<file path="config.mk">
export PLATFORM = sky130hd
export DESIGN_NAME = tbsg_ctrl
export DESIGN_NICKNAME = d
export VERILOG_FILES = /design/src/rtl/tbsg_pkg.sv /design/src/rtl/tbsg_ctrl.sv
export SDC_FILE = /design/constraint.sdc
export NUM_CORES = 1
export LEC_CHECK = 0
export BUFFER_PORTS_ARGS = -buffer_cell sky130_fd_sc_hd__buf_2
export CORE_AREA = 3 3 40 42
export DETAILED_ROUTE_END_ITERATION = 10
export DIE_AREA = 0 0 43 45
export GPL_TIMING_DRIVEN = 0
export MAX_ROUTING_LAYER = met4
export PLACE_DENSITY = 0.46
export SLEW_MARGIN = 5
export SYNTH_ARGS = -nofsm -noshare
export SYNTH_HDL_FRONTEND = slang
export SYNTH_SLANG_ARGS = --single-unit
</file>
<file path="constraint.sdc">
create_clock -name clk -period 2.6 [get_ports clk]
set_input_delay 0.13 -clock clk [delete_from_list [all_inputs] [get_ports clk]]
set_output_delay 0.13 -clock clk [all_outputs]
set_load 0.03 [all_outputs]
</file>
<file path="src/rtl/tbsg_pkg.sv">
// Shared types and constants for the triangle basis shape and gradient block.
// No dependencies.
`default_nettype none

package tbsg_pkg;

  localparam int Q_W       = 32;
  localparam int Q_FRAC    = 24;
  localparam int PROD_W    = 2 * Q_W;
  localparam int RND_W     = PROD_W - Q_FRAC;
  localparam int DOF_W     = 6;
  localparam int ADDR_W    = 16;
  localparam int NODE_W    = 3;
  localparam int POINT_W   = 10;
  localparam int ORDER_W   = 3;
  localparam int STRIDE_W  = 6;
  localparam int CFG_IDX_W = 2;
  localparam int CFG_DAT_W = 6;
  localparam int IN_DATA_W  = 208;
  localparam int OUT_DATA_W = 120;

  localparam logic [CFG_IDX_W-1:0] CFG_ORDER  = 2'd0;
  localparam logic [CFG_IDX_W-1:0] CFG_STRIDE = 2'd1;

  typedef struct packed {
    logic store;
    logic start;
    logic fetch;
    logic mul1;
    logic diff;
    logic mul2;
    logic emit;
  } cmd_t;

  typedef struct packed {
    logic out_free;
    logic last_dof;
  } sts_t;

endpackage

`default_nettype wire

</file>
<file path="src/rtl/tbsg_ctrl.sv">
// Sequencer for the triangle basis block: load, then five steps per result.
// Depends on tbsg_pkg for the command and status structs.
`default_nettype none

module tbsg_ctrl (
  input  wire logic          clk,
  input  wire logic          rst_n,
  input  wire logic          in_tvalid,
  input  wire logic          in_tlast,
  output logic               in_tready,
  input  wire tbsg_pkg::sts_t sts,
  output tbsg_pkg::cmd_t     cmd
);

  localparam logic [2:0] S_IDLE  = 3'd0;
  localparam logic [2:0] S_FETCH = 3'd1;
  localparam logic [2:0] S_MUL1  = 3'd2;
  localparam logic [2:0] S_DIFF  = 3'd3;
  localparam logic [2:0] S_MUL2  = 3'd4;
  localparam logic [2:0] S_EMIT  = 3'd5;

  logic [2:0] state_r;
  logic [2:0] state_nxt;
  logic       accept;

  assign in_tready = (state_r == S_IDLE);
  assign accept    = in_tvalid && in_tready;

  always_comb begin
    cmd       = '0;
    state_nxt = state_r;
    cmd.store = accept;
    cmd.start = accept && in_tlast;
    unique case (state_r)
      S_IDLE: begin
        if (cmd.start) state_nxt = S_FETCH;
      end
      S_FETCH: begin
        cmd.fetch = 1'b1;
        state_nxt = S_MUL1;
      end
      S_MUL1: begin
        cmd.mul1  = 1'b1;
        state_nxt = S_DIFF;
      end
      S_DIFF: begin
        cmd.diff  = 1'b1;
        state_nxt = S_MUL2;
      end
      S_MUL2: begin
        cmd.mul2  = 1'b1;
        state_nxt = S_EMIT;
      end
      S_EMIT: begin
        if (sts.out_free) begin
          cmd.emit  = 1'b1;
          state_nxt = sts.last_dof ? S_IDLE : S_FETCH;
        end
      end
      default: state_nxt = S_IDLE;
    endcase
  end

  always_ff @(posedge clk) begin
    if (!rst_n) state_r <= S_IDLE;
    else        state_r <= state_nxt;
  end

endmodule

`default_nettype wire

</file>
======== Yosys cells after proc, flatten, opt, wreduce, memory -nomap -nowiden ========
Cells that the tools add are included.
storage, ports and cells
  latch bits .............................. 0
  memory bits (writable) .................. 0
  output and inout port bits .............. 8
  input bits .............................. 6
  memories kept ........................... 0
  ROM bits ................................ 0
  flip-flop bits (word level) ............. 3
cells by class
  bitwise operators ....................... 0
  shifts and indexed selects .............. 0
  order comparisons ....................... 0
  divide/modulo/power cells ............... 0
  reduce and logical (&&, ||, !) cells .... 4
  multipliers ............................. 0
  add/subtract/negate cells ............... 0
  equal/unequal tests ..................... 7
  multiplexer cells ....................... 10
operators by type and width
  cell                  count
  $pmux W3 S6           1
  $mux W1               7
  $eq A3 B2 Y1 const B  2
  $eq A3 B3 Y1 const B  2
  $mux W3               2
  $eq A3 B1 Y1 const B  1
  $logic_not A3 Y1      1
  $logic_and A1 B1 Y1   2
  $ne A2 B1 Y1 const B  1
  $ne A2 B2 Y1 const B  1
  $reduce_and A2 Y1     1

======== Depth between registers and ports, before layout ========
Gate-level depths: netlist (run 1).
  word-level depth ........................ 5
  depth in mapped cells ................... 4
  depth with buffers taken out ............ 3

======== Least setup slack after synthesis (run 1) ========
Ideal clock, no wire load.
  path type ............................... flip-flop to output port
  start ................................... register state_r[0]
  end ..................................... output port cmd[5] (netlist bit)
  buffers on the path ..................... 1
  stages on the path, launching flop included .. 4
  required time ........................... 2.470 ns
  arrival time ............................ 1.345 ns
  path slack .............................. 1.125 ns
  cells stage by stage .................... dfxtp_1 -> buf_2 -> nor3_2 -> and3_1
RTL lines
  element                 line             RTL
  start, declared         tbsg_ctrl.sv:22  logic [2:0] state_r;
  start signal, assigned  tbsg_ctrl.sv:66  else state_r <= state_nxt;
  end, declared           tbsg_ctrl.sv:12  output tbsg_pkg::cmd_t cmd

======== Final worst setup path (run 1) ========
  start ................................... register state_r[0]
  end ..................................... output port cmd[6] (netlist bit)
between the ends
  longest elaborated chain between the ends .. 2
ends and longest elaborated chain
  element              line             RTL
  $logic_not A3 Y1     tbsg_ctrl.sv:26  assign in_tready = (state_r == S_IDLE);
  $logic_and A1 B1 Y1  tbsg_ctrl.sv:27  assign accept = in_tvalid && in_tready;
No other way between the ends.

==> run metrics, run 1 <==
xor/xnor cell area share of the yosys netlist=0.04403; first-pass GRT wire length=about 770 um; WL per Instance=between 8 and 9 um; Crit path depth=5; Worst Clk Skew=between 0.0015 and 0.002 ns; DRC=0; GPL Wtd Cong=about 0.63; Syn Nets=31; I/O Buffers=13; synth top area cells=dfxtp_1 30%, nand2_1 11%, nor3b_1 11%; mean post-synth cell area=7.958 um^2; crit path launch type=register; main flop type after synthesis=dfxtp_1; Die Y=45 um; via count=between 200 and 250; Netlist cell types=15; Iteration-0 DRC Markers=3; Mapped Area=approximately 200 um^2; Synth Area in Adders=0; DIE WIDTH=between 40 and 50 um; maximum VDD drop=0.3108 mV; largest registers=state_r (3); Synth Area in Simple Gates=0.4528; Top delay family on crit path=buffers and inverters; period utilization=0.5663; CTS tree=built; EDFF count, synth=0; most frequent cells after synthesis=6 x nand2_1, 3 x dfxtp_1, 3 x nor3b_1; vias in the first global route=197; final setup vio count=0; floorplan core area=0.001285 mm^2; worst-path fanout max=9; DR pass1 iterations=3; diodes inserted=0; Synth Area in Compound Gates=0.1384; Critical-path top delay cell=dfxtp_1; Worst setup EP type=output port; Non-Filler Instances=57; Worst R2R End=state_r[2]; Initial Util=0.1548; Resized cells post-CTS=0; Worst EP required=around 2.5 ns; post-synthesis cell count=25; ys async rst share=0; share of cells above drive strength 1=0.4762; routed wire length=around 490 um; RR Startpoint=state_r[2]; final hold violations=0; final slew viol count=0; worst path buffer plus inverter count=3; Tightest Pin Transition=0.2853 ns; PD cells=907.7 mW/mm^2; H-tree depth=1; GR Overflow Total=0; clk slew on worst S/H paths=~0.040 ns; Largest register FFs=3; Total Routing Usage GR=0.05993; worst hold stages=2; Max Clock Freq=679.2 MHz; die area=0.001935 mm^2; DP Wirelength=355.8 um; critical path endpoint=cmd[6]; Synth top area share=0.3019; num rows=13; largest family of logic cells by synthesized area=simple AND/OR/NAND/NOR gates; largest net degree at the start of global routing=10; register bit total from synthesis=3; hold_buf cts=0; initial antenna violation count=0; CP dominant cell by count=buf_2; CP startpoint=state_r[0]; root buffer cell=clkbuf_4; final setup TNS=0 ns; LEAKAGE=about 0.16 nW; crit path time final=1.472 ns; clock buffer depth=2; RSZ-0062 raised after global routing=no; HP Class=input port to register; DRT antenna net count=0; clock buffer count from CTS=3; final net count=between 40 and 50; Post-CTS Setup Bufs=0; Slew HR=0.8096; Synth Warn #=0; Largest Register=state_r; Avg Vias per Cell=3.825; worst-skew pair later-pin latency=approximately 0.23 ns; CTS Sinks=3; placed cells=53; status=finished, final reports clean; crit path cell chain=buf_2 > nor3_2 > and2_1 > buf_4 > buf_2; Synth area leader=dfxtp_1; Area Overhead vs Synth=55.35%; register area share after synthesis=0.3019; most frequent cell after synthesis=nand2_1; MaxCap Viol Count=0; Critical Path Max Stage Delay=approximately 0.28 ns; Arrival @ worst endpoint=approximately 1.3 ns; Reg2Reg Depth=2; io pins=14; WS Path Type=register to output port; reg-to-reg slack, setup=1.61 ns; multiplexer share of the synthesized area=0
## where the power goes
part | internal (mW) | leakage [nW] | total, mW | switching (mW)
combinational | 0.0494 | 0.116 | 0.132 | 0.0831
clock | 0.0575 | 0.0150 | 0.0818 | 0.0243
sequential | 0.0552 | 0.0246 | 0.0662 | 0.0111
total | 0.162 | 0.155 | 0.281 | 0.118
## logic make-up (layout without fill, tap and decap cells)
| kind of cell | after synthesis | after routing |
|---|---|---|
| simple gates | 16 | 16 |
| compound gates | 3 | 3 |
| flops | 3 | 3 |
| buf+inv | 2 | 19 |
| xor+xnor | 1 | 1 |
## layout make-up
cell class	instances	area, um^2
plain buffers	2	12.51
repair buffers	13	65.06
multi-input cells	20	126.4
well taps	15	18.77
fillers	147	975.9
flip-flops and latches	3	60.06
clock buffers	4	26.28
## through the flow
stage                       util  power (mW)  area (um^2)  setup WS (ns)  hold WS, ns
after floorplan                -      0.1667        198.9          1.125       0.2475
after global placement    0.2201      0.1994        282.8          1.379       0.3709
after detailed placement  0.2201      0.1997        282.8          1.373       0.3797
after CTS                 0.2405      0.2864        309.0          1.116       0.1422
after global routing      0.2405      0.3029        309.0          1.009       0.1479
final                     0.2405      0.2805        309.0          1.128       0.1509
## metal layers
layer / routed length [um] / part of all wire / GRT usage / up-vias
li1: - / - / - / 120
met1: 244 / 0.49 / 0.06235 / 88
met2: 193 / 0.39 / 0.07784 / 10
met3: 57 / 0.12 / 0.02390 / 0
met4: 0 / 0 / 0.07229 / 0
met5: 0 / 0 / - / -
## cells in the final DEF (no fill, tap or decap)
master     n
nand2_1    6
a221oi_2   1
buf_4      1
dfxtp_1    3
and2_1     1
and3_1     1
o21a_1     1
xnor2_1    1
nor3b_1    3
clkbuf_1   1
nand2b_1   1
nor2_1     2
buf_2     14
a21oi_1    1
and3b_1    1
clkbuf_4   3
nor3_2     1
## worst min path at each step
stage                      from    endpoint
after global placement    rst_n  state_r[2]
after global routing      rst_n  state_r[2]
after floorplan           rst_n  state_r[2]
final                     rst_n  state_r[2]
after detailed placement  rst_n  state_r[2]
after CTS                 rst_n  state_r[2]
Power figures use the tool's default switching activity.
==> run 2: changes to the inputs <==
--- a/config.mk
+++ b/config.mk
@@ -5,13 +5,14 @@
 export SDC_FILE = /design/constraint.sdc
 export NUM_CORES = 1
 export LEC_CHECK = 0
+export ABC_AREA = 1
 export BUFFER_PORTS_ARGS = -buffer_cell sky130_fd_sc_hd__buf_2
 export CORE_AREA = 3 3 40 42
 export DETAILED_ROUTE_END_ITERATION = 10
 export DIE_AREA = 0 0 43 45
 export GPL_TIMING_DRIVEN = 0
 export MAX_ROUTING_LAYER = met4
-export PLACE_DENSITY = 0.46
+export PLACE_DENSITY = 0.5
 export SLEW_MARGIN = 5
 export SYNTH_ARGS = -nofsm -noshare
 export SYNTH_HDL_FRONTEND = slang
==> constraint.sdc (replaced) <==
create_clock -name clk -period 1.3 [get_ports clk]
set_input_delay 0.065 -clock clk [delete_from_list [all_inputs] [get_ports clk]]
set_output_delay 0.065 -clock clk [all_outputs]
set_load 0.03 [all_outputs]
==> run 2 against run 1 <==
Compared with the run above:
- critical path type unchanged
- utilization is 5.1 points higher
- clock skew about the same
- highest routed layer unchanged
- synthesized cell count is 52% higher
- critical path depth unchanged
- critical endpoint unchanged
- sequential power grew 110%
- first-iteration DRC count fell by 100%
- register-to-register slack got worse by 1.2 ns
- synthesized area grew 16%
==> run metrics, run 2 <==
status=finished, final reports clean; H-tree depth=1 (unchanged); largest registers=state_r (3); DRT antenna net count=0 (unchanged); Total Routing Usage GR=0.07118 (+0.01125); floorplan core area=0.001285 mm^2 (unchanged); mean post-synth cell area=6.091 um^2 (-23%); Worst setup EP type=output port; Synth area leader=dfxtp_1; HP Class=input port to register; Initial Util=0.1801 (+0.02532); Area Overhead vs Synth=61.62%; RSZ-0062 raised after global routing=no; Netlist cell types=16 (+1); synth top area cells=dfxtp_1 26%, inv_1 16%, nand2_1 8.1%; WS Path Type=register to output port; first-pass GRT wire length=1.007 mm (+30%); final slew viol count=0 (unchanged); register area share after synthesis=0.2595 (-0.04243); diodes inserted=0 (unchanged); final net count=62 (+27%); Arrival @ worst endpoint=1.14 ns (-0.20 ns); PD cells=1460 mW/mm^2 (+61%); Finished Cell Area=374.1 um^2 (+21%); I/O Buffers=13 (unchanged); WL per Instance=7.929 um (-8.5%); register bit total from synthesis=3 (unchanged); Syn Nets=44 (+42%); reg-to-reg slack, setup=0.38 ns (-1.23 ns); most frequent cells in the layout=10 x inv_1, 10 x buf_2, 4 x nand2_1, 4 x clkbuf_4; Synth Warn #=0 (unchanged); LEAKAGE=0.2222 nW (+43%); clock buffer count from CTS=3 (unchanged); share of cells above drive strength 1=0.5636 (+0.08745); Largest Register=state_r; die area=0.001935 mm^2 (unchanged); maximum VDD drop=0.5162 mV (+66%); DP Wirelength=457.6 um (+29%); vias in the first global route=270 (+37%); DRC=0 (unchanged); num rows=13 (unchanged); final hold violations=0 (unchanged); worst-skew pair later-pin latency=0.23 ns (about the same); Tightest Pin Transition=0.1856 ns (-0.09968 ns); root buffer cell=clkbuf_4; most frequent cell after synthesis=inv_1; period utilization=0.9258; post-synthesis cell count=38 (+52%); main flop type after synthesis=dfxtp_1; ys async rst share=0 (unchanged); crit path launch type=register; Resized cells post-CTS=0 (unchanged); final setup vio count=0 (unchanged); Avg Vias per Cell=3.886 (+1.6%); routed wire length=555 um (+12%); EDFF count, synth=0 (unchanged); Iteration-0 DRC Markers=0 (-3); Worst EP required=1.24 ns (-1.23 ns); clk slew on worst S/H paths=0.04 ns (about the same); GR Overflow Total=0 (unchanged); hold_buf cts=0 (unchanged); CTS tree=built; final setup TNS=0 ns (unchanged); Critical-path top delay cell=dfxtp_2; Post-CTS Setup Bufs=0 (unchanged); largest net degree at the start of global routing=7 (-3); worst-path fanout max=6 (-3); via count=272 (+25%); DIE WIDTH=43 um (unchanged); io pins=14 (unchanged); crit path cell chain=inv_2 > nand2_2 > nor2_1 > buf_4 > clkbuf_4; DR pass1 iterations=1 (-2); Critical Path Max Stage Delay=0.34 ns (+0.06 ns); GPL Wtd Cong=0.6970 (+10%); initial antenna violation count=0 (unchanged); CTS Sinks=3 (unchanged); Largest register FFs=3 (unchanged); crit path time final=~1.2 ns; Synth top area share=0.2595 (-0.04243); clock buffer depth=2 (unchanged); Max Clock Freq=slightly above 800 MHz; Filler cells=158 (+7.5%); MaxCap Viol Count=0 (unchanged); Slew HR=0.8752 (+0.06568); Worst Clk Skew=0.001992 ns (+0.00007119 ns); area post-placement=321.6 um^2 (+14%); Mapped Area=231.5 um^2 (+16%); Die Y=45 um (unchanged); most frequent cells after synthesis=10 x inv_1, 5 x nand2_1, 3 x dfxtp_1, 3 x nand3_1, 3 x nor2_1
[run 2: critical path, delay by kind of cell (launching register included)]
kind | cells | cell delay, ns
DFF | 1 | 0.34
and+or+nand+nor | 2 | 0.18
buffers and inverters | 3 | 0.39
[run 2: report_power, final]
group | internal, mW | switching, mW
clock network | 0.115 | 0.0429
registers | 0.110 | 0.0289
logic | 0.0897 | 0.160
total | 0.314 | 0.232
[run 2: metrics by stage]
stage / hold slack (ns) / instances / util / worst slack [ns] / total power, mW
after floorplan: 0.2160 / 38 / - / 0.02186 / 0.3086
after CTS: 0.1103 / 70 / 0.2707 / 0.004556 / 0.5343
final: 0.1196 / 70 / 0.2911 / 0.09651 / 0.5461
after detailed placement: 0.3539 / 66 / 0.2502 / 0.2591 / 0.3666
after global placement: 0.3399 / 66 / 0.2502 / 0.2622 / 0.3672
after global routing: 0.1205 / 70 / 0.2911 / 0.004520 / 0.5912
[run 2: cell type report]
class / count / area [um^2] / area share
Timing Repair Buffer: 13 / 72.57 / 0.1940
Inverter: 12 / 45.04 / 0.1204
Buffer: 1 / 7.507 / 0.02007
Multi-Input combinational cell: 22 / 140.1 / 0.3746
Tap cell: 15 / 18.77 / 0.05017
Clock buffer: 4 / 26.28 / 0.07023
Sequential cell: 3 / 63.81 / 0.1706
[run 2: cell families (layout without fill, tap and decap cells)]
group	count (synthesis)	count (layout)	synth area share
and+or+nand+nor	17	17	0.3676
AOI/OAI and AO/OA	5	5	0.1460
DFF	3	3	0.2595
buffers and inverters	13	30	0.2271
[run 2: final timing paths]
check	endpoint	depth (start not counted)	from
min reg2reg	state_r[2]	2	state_r[2]
min	state_r[1]	3	rst_n
max reg2reg	state_r[0]	7	state_r[1]
max	cmd[6]	5	state_r[2]
[run 2: layer usage]
layer  part of all wire  global-route usage  wire length, um
met1               0.42             0.08193              235
met3              0.092             0.01992               51
met4                  0             0.05422                0
met2               0.48              0.1048              268
met5                  0                   -                0
==> run 3: changes to the inputs <==
--- a/config.mk
+++ b/config.mk
@@ -12,7 +12,7 @@
 export DIE_AREA = 0 0 43 45
 export GPL_TIMING_DRIVEN = 0
 export MAX_ROUTING_LAYER = met4
-export PLACE_DENSITY = 0.5
+export PLACE_DENSITY = 0.52
 export SLEW_MARGIN = 5
 export SYNTH_ARGS = -nofsm -noshare
 export SYNTH_HDL_FRONTEND = slang
==> run 3 against run 2 <==
Compared with the run above:
- wire length increased by 7.6%
- total power is 0.16% higher
- hold slack got worse by 0.012 ns
- first-iteration DRC count grew 8
- setup slack worse by 0.042 ns
- critical path depth unchanged
- register-to-register slack is essentially flat
- die area did not move
- utilization decreased by 0.39 points
- largest cell class unchanged
- non-clock buffer count unchanged
- sequential cell count is the same
==> run metrics, run 3 (synthesis results as in run 2) <==
via count=282 (+3.7%); WL per Instance=8.529 um (+7.6%); largest net degree at the start of global routing=7 (unchanged); CTS tree=built; Slew HR=0.8682 (-0.007040); diodes inserted=0 (unchanged); Tightest Pin Transition=0.1961 ns (+0.01047 ns); CTS Sinks=3 (unchanged); Non-Filler Instances=70 (unchanged); clock buffer count from CTS=3 (unchanged); first-pass GRT wire length=966 um (-4.1%); MaxCap Viol Count=0 (unchanged); WS Path Type=register to output port; final core occ=0.2872 (-0.003895); final slew viol count=0 (unchanged); PnR worst setup slack=0.05487 ns (-0.04164 ns); I/O Buffers=13 (unchanged); share of cells above drive strength 1=0.5636 (unchanged); floorplan core area=0.001285 mm^2 (unchanged); LEAKAGE=0.2205 nW (-0.74%); initial antenna violation count=0 (unchanged); GPL Wtd Cong=0.6930 (-0.57%); Finished Cell Area=369.1 um^2 (-1.3%); vias in the first global route=242 (-10%); final net count=62 (unchanged); Largest register FFs=3 (unchanged); DR pass1 iterations=4 (+3); worst-path fanout max=6 (unchanged); final hold violations=0 (unchanged); io pins=14 (unchanged); placed cells=66 (unchanged); final setup TNS=0 ns (unchanged); Die Y=45 um (unchanged); status=finished, final reports clean; crit path launch type=register; most frequent cells in the layout=10 x inv_1, 10 x buf_2, 4 x nand2_1, 4 x clkbuf_4; maximum VDD drop=0.3993 mV (-23%); crit path time final=1.245 ns (+0.04164 ns); DIE WIDTH=43 um (unchanged); Reg2Reg Depth=6 (-1); area post-placement=321.6 um^2 (unchanged); DP Wirelength=471.7 um (+3.1%); Power Total=0.5469 mW (+0.16%); PD cells=1482 mW/mm^2 (+1.5%); Max Clock Freq=803.1 MHz (-3.3%); Worst EP required=1.24 ns (about the same); clock buffer depth=2 (unchanged); GR Overflow Total=0 (unchanged); H-tree depth=1 (unchanged); Largest Register=state_r; DRT antenna net count=0 (unchanged); worst hold slack=0.1074 ns (-0.01213 ns); Avg Vias per Cell=4.029 (+3.7%); Post-Place Setup Slack=0.2649 ns (+0.005803 ns); routed wire length=597 um (+7.6%); DRC=0 (unchanged); Area Overhead vs Synth=59.46%; root buffer cell=clkbuf_4; Initial Util=0.1801 (unchanged); Worst setup EP type=output port; Arrival @ worst endpoint=1.18 ns (+0.04 ns); HP Class=input port to register; worst-skew pair later-pin latency=0.23 ns (about the same); Total Routing Usage GR=0.07376 (+0.002573); period utilization=0.9578 (+0.03203); Iteration-0 DRC Markers=8 (+8); Worst Clk Skew=0.0004417 ns (-0.001551 ns); num rows=13 (unchanged); worst hold stages=3 (unchanged); clk slew on worst S/H paths=0.04 ns (about the same); final setup vio count=0 (unchanged); die area=0.001935 mm^2 (unchanged); largest registers=state_r (3)
-- run 3: cell counts in the layout (fill, tap and decap cells not counted) --
No cell type changed its count.
-- run 3: path summary, 6_finish.rpt --
| path | from | endpoint | slack [ns] |
|---|---|---|---|
| min reg2reg | state_r[2] | state_r[2] | 0.54 |
| max reg2reg | state_r[1] | state_r[0] | 0.37 |
| min | rst_n | state_r[1] | 0.11 |
| max | state_r[1] | cmd[6] | 0.05 |
-- run 3: area by class of cell --
| class | count | area (um^2) |
|---|---|---|
| fillers | 147 | 915.9 |
| multi-input cells | 22 | 135.1 |
| repair buffers | 13 | 72.57 |
| flip-flops and latches | 3 | 63.81 |
| inverters | 12 | 45.04 |
| clock buffers | 4 | 26.28 |
| well taps | 15 | 18.77 |
| plain buffers | 1 | 7.507 |
-- run 3: where the power goes --
group	internal (mW)	total, mW	leakage, nW	switching [mW]
clock network	0.115	0.163	0.0150	0.0476
logic	0.0865	0.250	0.180	0.164
registers	0.110	0.134	0.0258	0.0245
-- run 3: critical path, cell delays in order (launching register included) --
cell and delay, ns:
dfxtp_2 0.34, nor2_2 0.14, nand2_2 0.08, nor2_1 0.10, buf_4 0.11, clkbuf_4 0.17
-- run 3: metal layers --
layer | global-route usage | part of all wire
met4 | 0.07229 | 0
met1 | 0.07470 | 0.45
met3 | 0.03984 | 0.064
met5 | - | 0
met2 | 0.09880 | 0.48
-- run 3: timing repair --
item / in CTS / in global routing
hold buffers: 0 / 0
setup buffers: 0 / 0
resized for setup: 0 / 9
endpoints found under the setup margin: 0 / 3
